## src/hw/rtl/ssdw_pkg.sv

```systemverilog
`default_nettype none
package ssdw_pkg;

  localparam int NUM_POSITIONS = 7;

  // request codes
  typedef enum logic [1:0] {
    OP_DIGIT    = 2'd0,
    OP_RAW      = 2'd1,
    OP_CONTROL  = 2'd2,
    OP_AUTO_INC = 2'd3
  } op_t;

  // driver command bytes
  localparam logic [7:0] CMD_FIXED_ADDR = 8'h44;
  localparam logic [7:0] CMD_ADDR       = 8'hC0;
  localparam logic [7:0] CMD_DISPLAY    = 8'h80;
  localparam logic [7:0] CMD_AUTO_INC   = 8'h40;

  localparam int RUN_BITS  = 24;
  localparam int IDX_W     = $clog2(RUN_BITS);
  localparam int QUEUE_DEPTH = 2;

  // one classified word: bytes packed LSB-first send order
  typedef struct packed {
    logic [RUN_BITS-1:0] bits;
    logic                is_long;   // 1: three bytes in two frames, 0: one byte
  } desc_t;

  typedef struct packed {
    logic  push;
    desc_t desc;
  } push_t;

  // blank for 10-15
  function automatic logic [7:0] seg_pattern(input logic [3:0] digit);
    logic [7:0] pat;
    unique case (digit)
      4'd0:    pat = 8'b00111111;
      4'd1:    pat = 8'b00000110;
      4'd2:    pat = 8'b01011011;
      4'd3:    pat = 8'b01001111;
      4'd4:    pat = 8'b01100110;
      4'd5:    pat = 8'b01101101;
      4'd6:    pat = 8'b01111101;
      4'd7:    pat = 8'b00000111;
      4'd8:    pat = 8'b01111111;
      4'd9:    pat = 8'b01101111;
      default: pat = 8'h00;
    endcase
    return pat;
  endfunction

endpackage
`default_nettype wire

```

## src/hw/rtl/ssdw_front.sv

```systemverilog
`default_nettype none
module ssdw_front (
  input  wire logic       accept,
  input  wire logic [1:0] op,
  input  wire logic [2:0] position,
  input  wire logic [3:0] digit_value,
  input  wire logic       show_dot,
  input  wire logic [7:0] raw_segments,
  input  wire logic       display_on,
  input  wire logic [3:0] intensity,
  output ssdw_pkg::push_t push_bus
);

  logic [7:0] pattern;
  logic [7:0] addr_byte;
  logic [2:0] level;
  logic       pos_ok;

  always_comb begin
    pattern   = (ssdw_pkg::op_t'(op) == ssdw_pkg::OP_DIGIT) ?
                (ssdw_pkg::seg_pattern(digit_value) | {show_dot, 7'd0}) : raw_segments;
    addr_byte = ssdw_pkg::CMD_ADDR | {4'd0, position, 1'b0};
    level     = intensity[3] ? 3'd7 : intensity[2:0];
    pos_ok    = ({1'b0, position} < 4'(ssdw_pkg::NUM_POSITIONS));

    push_bus.push = 1'b0;
    push_bus.desc = '0;
    unique case (ssdw_pkg::op_t'(op))
      ssdw_pkg::OP_DIGIT, ssdw_pkg::OP_RAW: begin
        // out-of-range position drops the request
        push_bus.push         = accept && pos_ok;
        push_bus.desc.bits    = {pattern, addr_byte, ssdw_pkg::CMD_FIXED_ADDR};
        push_bus.desc.is_long = 1'b1;
      end
      ssdw_pkg::OP_CONTROL: begin
        push_bus.push      = accept;
        push_bus.desc.bits = {16'd0, ssdw_pkg::CMD_DISPLAY | {4'd0, display_on, level}};
      end
      ssdw_pkg::OP_AUTO_INC: begin
        push_bus.push      = accept;
        push_bus.desc.bits = {16'd0, ssdw_pkg::CMD_AUTO_INC};
      end
      default: begin
        push_bus.push = 1'b0;
      end
    endcase
  end

endmodule
`default_nettype wire

```

## src/hw/rtl/ssdw_queue.sv

```systemverilog
`default_nettype none
module ssdw_queue (
  input  wire logic          clk,
  input  wire logic          rst,
  input  wire ssdw_pkg::push_t push_bus,
  input  wire logic          pop,
  output ssdw_pkg::desc_t    head,
  output logic               empty,
  output logic               full
);

  localparam int PTR_W = $clog2(ssdw_pkg::QUEUE_DEPTH);

  ssdw_pkg::desc_t mem [ssdw_pkg::QUEUE_DEPTH];
  logic [PTR_W-1:0] wptr;
  logic [PTR_W-1:0] rptr;
  logic [PTR_W:0]   count;

  logic do_push;
  logic do_pop;

  assign empty   = (count == '0);
  assign full    = (count == (PTR_W+1)'(ssdw_pkg::QUEUE_DEPTH));
  assign do_push = push_bus.push && !full;
  assign do_pop  = pop && !empty;
  assign head    = mem[rptr];

  always_ff @(posedge clk) begin
    if (do_push) begin
      mem[wptr] <= push_bus.desc;
    end
  end

  always_ff @(posedge clk) begin
    if (rst) begin
      wptr  <= '0;
      rptr  <= '0;
      count <= '0;
    end else begin
      if (do_push) begin
        wptr <= wptr + 1'b1;
      end
      if (do_pop) begin
        rptr <= rptr + 1'b1;
      end
      count <= count + (PTR_W+1)'(do_push) - (PTR_W+1)'(do_pop);
    end
  end

endmodule
`default_nettype wire

```

## src/hw/rtl/ssdw_back.sv

```systemverilog
`default_nettype none
module ssdw_back (
  input  wire logic        clk,
  input  wire logic        rst,
  input  wire ssdw_pkg::desc_t head,
  input  wire logic        empty,
  output logic             pop,
  output logic             result_strobe,
  output logic             bit_value,
  output logic             frame_start,
  output logic             frame_end,
  output logic             last
);

  localparam logic [ssdw_pkg::IDX_W-1:0] IDX_BYTE_END  = ssdw_pkg::IDX_W'(7);
  localparam logic [ssdw_pkg::IDX_W-1:0] IDX_FRAME2    = ssdw_pkg::IDX_W'(8);
  localparam logic [ssdw_pkg::IDX_W-1:0] IDX_LONG_END  =
    ssdw_pkg::IDX_W'(ssdw_pkg::RUN_BITS - 1);

  logic                         active;
  logic [ssdw_pkg::RUN_BITS-1:0] shreg;
  logic                         is_long;
  logic [ssdw_pkg::IDX_W-1:0]   idx;

  always_comb begin
    result_strobe = active;
    bit_value     = shreg[0];
    frame_start   = active && ((idx == '0) || (is_long && (idx == IDX_FRAME2)));
    frame_end     = active && ((idx == IDX_BYTE_END) || (is_long && (idx == IDX_LONG_END)));
    last          = active && (idx == (is_long ? IDX_LONG_END : IDX_BYTE_END));
    pop           = !empty && (!active || last);
  end

  always_ff @(posedge clk) begin
    if (pop) begin
      shreg   <= head.bits;
      is_long <= head.is_long;
    end else begin
      shreg   <= {1'b0, shreg[ssdw_pkg::RUN_BITS-1:1]};
    end
  end

  always_ff @(posedge clk) begin
    if (rst) begin
      active <= 1'b0;
      idx    <= '0;
    end else if (pop) begin
      active <= 1'b1;
      idx    <= '0;
    end else if (last) begin
      active <= 1'b0;
      idx    <= '0;
    end else if (active) begin
      idx    <= idx + 1'b1;
    end
  end

  a_last_closes_frame: assert property (@(posedge clk) disable iff (rst)
    last |-> frame_end) else $error("final bit without frame end");

  a_second_frame_follows: assert property (@(posedge clk) disable iff (rst)
    frame_end && !last |=> result_strobe && frame_start)
    else $error("second frame did not follow first");

  a_run_unbroken: assert property (@(posedge clk) disable iff (rst)
    result_strobe && !last |=> result_strobe) else $error("bit run broken");

  a_no_marker_idle: assert property (@(posedge clk) disable iff (rst)
    !result_strobe |-> !(frame_start || frame_end || last))
    else $error("marker without strobe");

endmodule
`default_nettype wire

```

## src/hw/rtl/seven_segment_serial_display_writer.sv

```systemverilog
`default_nettype none
// Serial writer for a three-wire seven-segment LED driver. A request word is
// taken at a clock edge with start high and busy low; it becomes a run of
// bits, LSB first, one result per cycle on result_strobe, and the receiver
// must take each bit in the cycle it appears (there is no stall). Digit and
// raw writes send 24 bits (a fixed-address command frame, then an address
// and segment frame); display control and mode send 8 bits. The serializer
// shifts one bit per clock. Requests with a position outside the display
// are dropped and produce no bits. A two-word queue sits between the
// classifier and the serializer, so busy only rises when two words wait
// behind the run in progress. With the serializer idle, an accepted word is
// first written into the queue and then loaded into the serializer's shift
// register, and only then is its first bit on the line.
module seven_segment_serial_display_writer (
  input  wire logic       clk,
  input  wire logic       rst,
  input  wire logic       start,
  output logic            busy,
  input  wire logic [1:0] op,
  input  wire logic [2:0] position,
  input  wire logic [3:0] digit_value,
  input  wire logic       show_dot,
  input  wire logic [7:0] raw_segments,
  input  wire logic       display_on,
  input  wire logic [3:0] intensity,
  output logic            result_strobe,
  output logic            bit_value,
  output logic            frame_start,
  output logic            frame_end,
  output logic            last
);

  ssdw_pkg::push_t push_bus;
  ssdw_pkg::desc_t head;
  logic            empty;
  logic            full;
  logic            pop;
  logic            accept;

  // word accepted only while the queue has room
  assign busy   = full;
  assign accept = start && !full;

  // classify request into a byte run
  ssdw_front u_front (
    .accept       (accept),
    .op           (op),
    .position     (position),
    .digit_value  (digit_value),
    .show_dot     (show_dot),
    .raw_segments (raw_segments),
    .display_on   (display_on),
    .intensity    (intensity),
    .push_bus     (push_bus)
  );

  ssdw_queue u_queue (
    .clk      (clk),
    .rst      (rst),
    .push_bus (push_bus),
    .pop      (pop),
    .head     (head),
    .empty    (empty),
    .full     (full)
  );

  // shift out, one bit per clock, markers from the bit index
  ssdw_back u_back (
    .clk           (clk),
    .rst           (rst),
    .head          (head),
    .empty         (empty),
    .pop           (pop),
    .result_strobe (result_strobe),
    .bit_value     (bit_value),
    .frame_start   (frame_start),
    .frame_end     (frame_end),
    .last          (last)
  );

endmodule
`default_nettype wire

```

## config.mk

```make
export PLATFORM = sky130hd
export DESIGN_NAME = seven_segment_serial_display_writer
export DESIGN_NICKNAME = d
export VERILOG_FILES = /design/src/hw/rtl/ssdw_pkg.sv /design/src/hw/rtl/ssdw_front.sv /design/src/hw/rtl/ssdw_queue.sv /design/src/hw/rtl/ssdw_back.sv /design/src/hw/rtl/seven_segment_serial_display_writer.sv
export SDC_FILE = /design/constraint.sdc
export NUM_CORES = 1
export LEC_CHECK = 0
export BUFFER_PORTS_ARGS = -buffer_cell sky130_fd_sc_hd__buf_4
export CORE_MARGIN = 5
export CORE_UTILIZATION = 58
export CTS_CLUSTER_SIZE = 24
export DETAILED_ROUTE_END_ITERATION = 16
export PLACE_DENSITY = 0.79
export SLEW_MARGIN = 20
export SYNTH_ARGS = -nofsm -noshare
export SYNTH_HDL_FRONTEND = slang
export SYNTH_SLANG_ARGS = --single-unit
```

## constraint.sdc

```tcl
create_clock -name clk -period 2.5 [get_ports clk]
set_input_delay 0.125 -clock clk [delete_from_list [all_inputs] [get_ports clk]]
set_output_delay 0.125 -clock clk [all_outputs]
set_load 0.05 [all_outputs]
```

==> After elaboration in Yosys (flattened, before gate mapping) <==
Memory sizes are Yosys's and may differ from the RTL's. A register that Yosys moved wholly into a read port is not among the register bits.
Index checks and enable logic that the tools add are counted.
{ "word_totals": {"word_cells": 59, "register_bits": 35, "mem_bits_rw": 50, "mem_bits_ro": 112, "output_inout_bits": 6, "inputBits": 26, "mem_count": 2} }
{ "op_classes": {"magnitude_cmp": 1, "eq_ne": 8, "reduce_logical": 22, "bitwise_logic": 1, "muxes": 12, "add_sub_neg": 5} }
{ "mem_list": {"columns": ["memory", "words", "word_bits", "read_ports", "rd_ports_with_merged_regs", "wr", "line_no", "text"], "rows": [
  ["(no name shown)", 16, 7, 1, 0, 0, "ssdw_pkg.sv:38", "unique case (digit)"],
  ["u_queue.mem", 2, 25, 1, 1, 1, "ssdw_queue.sv:14", "ssdw_pkg::desc_t mem [ssdw_pkg::QUEUE_DEPTH];"]
]} }
{ "ops": {"columns": ["operator", "count"], "rows": [
  ["25-bit one-hot mux with 3 select lines", 1],
  ["23-bit 2-to-1 mux", 1],
  ["1-bit logical AND", 10],
  ["8-bit 2-to-1 mux", 1],
  ["8-bit OR", 1],
  ["1-bit 2-to-1 mux", 7],
  ["2-bit == test, second input constant", 3],
  ["5-bit by 1-bit adder with 5-bit output, second input constant", 1],
  ["5-bit by 3-bit == test with 1-bit output, second input constant", 1],
  ["5-bit by 4-bit == test with 1-bit output, second input constant", 1],
  ["5-bit == test", 1],
  ["5-bit == test, second input constant", 1],
  ["5-bit zero test", 1],
  ["5-bit 2-to-1 mux", 1],
  ["2-bit zero test", 2],
  ["1-bit zero test", 3],
  ["1-bit logical OR", 3],
  ["3-bit less-than comparator, second input constant", 1],
  ["3-bit 2-to-1 mux", 1],
  ["3-bit OR reduction", 1],
  ["1-bit adder, second input constant", 2],
  ["2-bit by 1-bit adder with 2-bit output", 1],
  ["2-bit by 1-bit == test with 1-bit output, second input constant", 1],
  ["2-bit nonzero test", 1],
  ["other kinds (2)", 2]
]} }

==> Logic depth before layout (Yosys ltp) <==
{ "logic_depth": {"word_depth": 8, "ltp_mapped": 12} }

==> Cells and area by module <==
From an unflattened synthesis, not the netlist that was laid out.
{ "hier_totals": {"hier_cells": 261, "area_unflattened_um2": 3602.2} }
{ "modules_own_cells": {"columns": ["module", "instances", "cells_each", "seq_area_each_um2", "area_each_um2"], "rows": [
  ["ssdw_queue", 1, 105, 1601.5, 2034.5],
  ["ssdw_back", 1, 92, 630.6, 1173.6],
  ["ssdw_front", 1, 63, 0.0, 380.4],
  ["seven_segment_serial_display_writer", 1, 1, 0.0, 13.8]
]} }

==> Worst setup path after synthesis <==
No wires, ideal clock.
{ "synth_timing": {"kind": "flip-flop to output port", "startpoint": "register u_back.active, in the netlist u_back.result_strobe", "endpoint": "output port frame_end", "t_required_ns": 2.375, "stages_incl_launch_ff": 4, "t_arrival_ns": 2.218, "setup_slack_ns": 0.157, "n_path_buf": 1, "cell_sequence": "dfxtp_1 buf_2 nand3_1 a211oi_1"} }
{ "synth_via": {"elab_chain_cells": 1} }
{ "synth_rtl": {"columns": ["element", "line_no", "text"], "rows": [
  ["from (decl)", "ssdw_back.sv:20", "logic active;"],
  ["from (signal assigned)", "ssdw_back.sv:45", "active <= 1'b0;"],
  ["from (signal assigned)", "ssdw_back.sv:48", "active <= 1'b1;"],
  ["from (signal assigned)", "ssdw_back.sv:51", "active <= 1'b0;"],
  ["1-bit logical AND", "ssdw_back.sv:29", "frame_end = active && ((idx == IDX_BYTE_END) || (is_long && (idx == IDX_LONG_END)));"],
  ["to (decl)", "seven_segment_serial_display_writer.sv:29", "output logic frame_end,"]
]} }
No other way between the ends.

==> Final worst setup path <==
{ "layout_timing": {"startpoint": "register u_back.idx[4] (netlist bit)", "endpoint": "register u_queue.count[1]"} }
{ "layout_via": {"elab_chain_cells": 6} }
{ "layout_rtl": {"columns": ["element", "line_no", "text"], "rows": [
  ["from (decl)", "ssdw_back.sv:23", "logic [ssdw_pkg::IDX_W-1:0] idx;"],
  ["from (signal assigned)", "ssdw_back.sv:54", "idx <= idx + 1'b1;"],
  ["5-bit == test", "ssdw_back.sv:30", "last = active && (idx == (is_long ? IDX_LONG_END : IDX_BYTE_END));"],
  ["1-bit logical AND", "ssdw_back.sv:30", null],
  ["1-bit logical OR", "ssdw_back.sv:31", "pop = !empty && (!active || last);"],
  ["1-bit logical AND", "ssdw_back.sv:31", null],
  ["1-bit logical AND", "ssdw_queue.sv:25", "assign do_pop = pop && !empty;"],
  ["2-bit by 1-bit subtractor with 2-bit output", "ssdw_queue.sv:46", "count <= count + (PTR_W+1)'(do_push) - (PTR_W+1)'(do_pop);"],
  ["to (signal assigned)", "ssdw_queue.sv:46", null],
  ["to (decl)", "ssdw_queue.sv:17", "logic [PTR_W:0] count;"]
]} }
No other way between the ends.
A chain may end at the register's enable or synchronous reset.

==> flow_summary_export.csv <==
group,metric,value,unit
clocking,worst_setup_hold_path_clk_slew,0.07,ns
worst_setup_path,crit_arrival,2.18,ns
timing,slew_viol_final,0,
final_layout,most_common_cell_after_layout_fill_and_taps_aside,"sky130_fd_sc_hd__edfxtp_1",
place,setup_slack_placement,0.554,ns
worst_setup_path,path_buf_inv,2,
floorplanning,die_area,6920,µm²
detailed_routing,drc,0,
synth,ys.warnings.count,0,
detailed_routing,starting_drt_drc_count,93,
timing,setup_ws,0.546,ns
floorplanning,initial_util,60.4,%
global_route,antenna_violations_before_repair,0,
detailed_routing,ant_nets,0,
timing,fmax,512,MHz
detailed_routing,routed_wire_length_per_instance,14.5,µm
detailed_routing,drt-pass1-iter-count,4,
timing,fin_skew,0.00684,ns
global_route,pin_count_of_the_biggest_net_entering_global_routing,22,
synth,proportion_of_synthesized_flip_flops_having_asynchronous_set_or_reset,0,%
worst_setup_path,crit_path_cell_trace,"xor2_1 > nand2_1 > o211ai_2 > inv_2 > ha_1 > inv_1 > ha_1 > xor2_1 > xnor2_1 > nor2_1",
timing,hold_ws,0.105,ns
timing,period_needed,1.95,ns
worst_setup_path,timing.critical_path.max_delay_family,"XOR/XNOR gates",
synth,synth.net_count,270,
synth,distinct_cells_synth,37,
power,max-vdd-ir-drop,690,µV
synth,yosys_most_used_dff,"sky130_fd_sc_hd__edfxtp_1",
worst_setup_path,depth_of_the_worst_register_to_register_path,10,
final_layout,syn2layout_area_growth,16.5,%
synth,synth_largest_type_area_fraction,37.7,%
worst_setup_path,standard_cell_with_the_maximum_stage_delay_on_the_critical_path,"sky130_fd_sc_hd__dfxtp_1",
hold_path,hp-class,"in2reg",
clocking,clock_sinks,74,
worst_setup_path,crit_path_end_kind,"flop",
global_route,grt_pass1_wl,8380,µm
detailed_routing,detail_route.vias_per_cell,5.21,
synth,synthesis.instances,235,
synth,post_synthesis_register_bit_count,74,
synth,postSynthAreaPerCell,13.2,µm²
synth,synth-edff-count,39,
job,max_cap_viol_count,0,
power,power_per_cell_area,1060,nW/µm²
place,routabilityCongestion,0.889,
global_route,vias_in_the_first_global_route,1803,
timing,grt_setup_unrepaired,"no",
clocking,cts_inserted_buffers,9,
place,placedCellCount,333,
detailed_routing,finalWirelength,5070,µm
timing,worst_pin_slew,0.487,ns
synth,synth.largest_area_cell,"sky130_fd_sc_hd__edfxtp_1",
floorplanning,rows,26,
worst_setup_path,start_kind,"flop",
worst_setup_path,rrSetupSlack,0.55,ns
clocking,clk_latency,0.33,ns
worst_setup_path,timing.critical_path.fanout_max,7,
hold_path,hold_depth,2,
global_route,grt.overflow.total,0,
power,leakage,0.00148,µW
timing,timing.slew.headroom,67.4,%
clocking,cts_buffer_depth,2,
worst_setup_path,worst-setup-path-type,"reg2reg",
final_layout,layoutNonFillerInstCount,350,
detailed_routing,route.vias.total,1825,
worst_setup_path,path_depth,10,
synth,synth_area_leaders,"sky130_fd_sc_hd__edfxtp_1 (38%), sky130_fd_sc_hd__dfxtp_1 (23%), sky130_fd_sc_hd__mux2_4 (9.2%)",
global_route,grtUsageTotal,15.6,%
final_layout,final_net_count,310,
final_layout,final_cell_mix,"sky130_fd_sc_hd__edfxtp_1 (39), sky130_fd_sc_hd__dfxtp_1 (35), sky130_fd_sc_hd__buf_4 (35)",
timing,min_period_over_period,78.2,%
floorplanning,io_pins,32,
clocking,cts_tree,"yes",
timing,total_negative_setup_slack,0,ns
synth,post_synth_instance_area,3110,µm²
final_layout,antennaDiodeCount,0,
power,totalPowerFinal,3830,µW
timing,setup_violation_total_in_the_final_timing_report,0,
clocking,cts_resized,0,
clocking,clockRootBuffer,"sky130_fd_sc_hd__clkbuf_8",
run_status,run_status,"completed",
place,detailedPlacementHpwl,3380,µm
synth,ys_seq_area_share,60.2,%
final_layout,drive_above_1_share,32.9,%
clocking,cts.htree.levels,3,
place,portBuffers,31,
floorplanning,die_w,83.2,µm
worst_setup_path,cpPeakStageDelay,0.46,ns
worst_setup_path,worst_ep_required_time,2.73,ns
timing,timing_hold_violations_final,0,
floorplanning,core_area,5140,µm²
floorplanning,chipHeight,83.2,µm
## metrics by stage
stage / cell area, µm² / utilization [%]
2_1_floorplan: 3110 / -
3_5_place_dp: 3410 / 66.4
4_1_cts: 3620 / 70.4
6_report: 3620 / 70.4
3_3_place_gp: 3410 / 66.4
5_1_grt: 3620 / 70.4
## synthesized netlist by cell type (all sizes together), types with 2 or more instances
cell,instances
o21ai,9
a21oi,10
clkbuf,2
dfxtp,35
nor2b,7
xnor2,3
mux2i,2
a211oi,2
edfxtp,39
ha,9
buf,5
o21bai,2
and2,6
xor2,3
mux2,38
nand2,9
nor2,21
nand2b,2
inv,17
## flip-flops by register name (all words and copies together) (netlist names), named ones only
name,count
u_back.shreg,24
u_queue.count,2
u_queue.mem,38
u_queue.rptr,1
u_back.is_long,1
u_back.result_strobe,1
u_back.idx,5
u_queue.wptr,1
## path summary, 6_finish.rpt
path                                    from                            to
setup / recovery  u_back.idx[4]$_SDFFE_PP0P_   u_queue.count[1]$_SDFF_PP0_
hold / removal               raw_segments[1]  u_queue.mem[1][18]$_DFFE_PP_
setup reg to reg  u_back.idx[4]$_SDFFE_PP0P_   u_queue.count[1]$_SDFF_PP0_
hold reg to reg   u_back.shreg[5]$_SDFF_PP0_    u_back.shreg[4]$_SDFF_PP0_
## area by class of cell
type                            instances  area, µm²
Clock buffer                           11        141
Clock inverter                          5       53.8
Tap cell                               70       87.6
Timing Repair Buffer                   36        273
Multi-Input combinational cell        137       1130
Inverter                               17       63.8
Fill cell                             372       1520
Sequential cell                        74       1870
## worst reg2reg max path, delay by kind of cell (launching register included)
family | cells | cell delay [ns]
compound gates | 1 | 0.15
xor+xnor | 3 | 0.55
fa+ha+maj | 2 | 0.43
buf+inv | 2 | 0.12
flops | 1 | 0.46
simple gates | 2 | 0.15
## routing by layer
| layer | share of wire (%) | vias up | routed length [µm] | track usage [%] |
|---|---|---|---|---|
| li1 | - | 905 | - | - |
| met1 | 47 | 867 | 2380 | 19.5 |
| met2 | 47 | 47 | 2390 | 24.7 |
| met3 | 5.0 | 6 | 254 | 4.65 |
| met4 | 0.99 | 0 | 50 | 7.13 |
| met5 | 0 | - | 0 | 0 |
## power by group
group	switching (µW)	leakage (µW)	internal, µW
logic	548	0.000716	659
registers	120	0.000660	1620
clock network	401	0.000103	485
total	1070	0.00148	2770
## what timing repair did
item                      4_1_cts  5_1_grt
setup buffers                   0        0
hold endpoints to repair        4        0
hold buffers                    1        0
## cell families (layout without fill, tap and decap cells)
kind of cell / after synthesis / count (layout) / share of synthesized area, %
buf+inv: 24 / 69 / 3.46
compound gates: 29 / 29 / 5.80
mux: 40 / 40 / 16.7
simple gates: 53 / 53 / 8.46
flops: 74 / 74 / 60.2
fa+ha+maj: 9 / 9 / 3.62
xor+xnor: 6 / 6 / 1.69
Note: power is estimated with default switching activity, not from simulation.
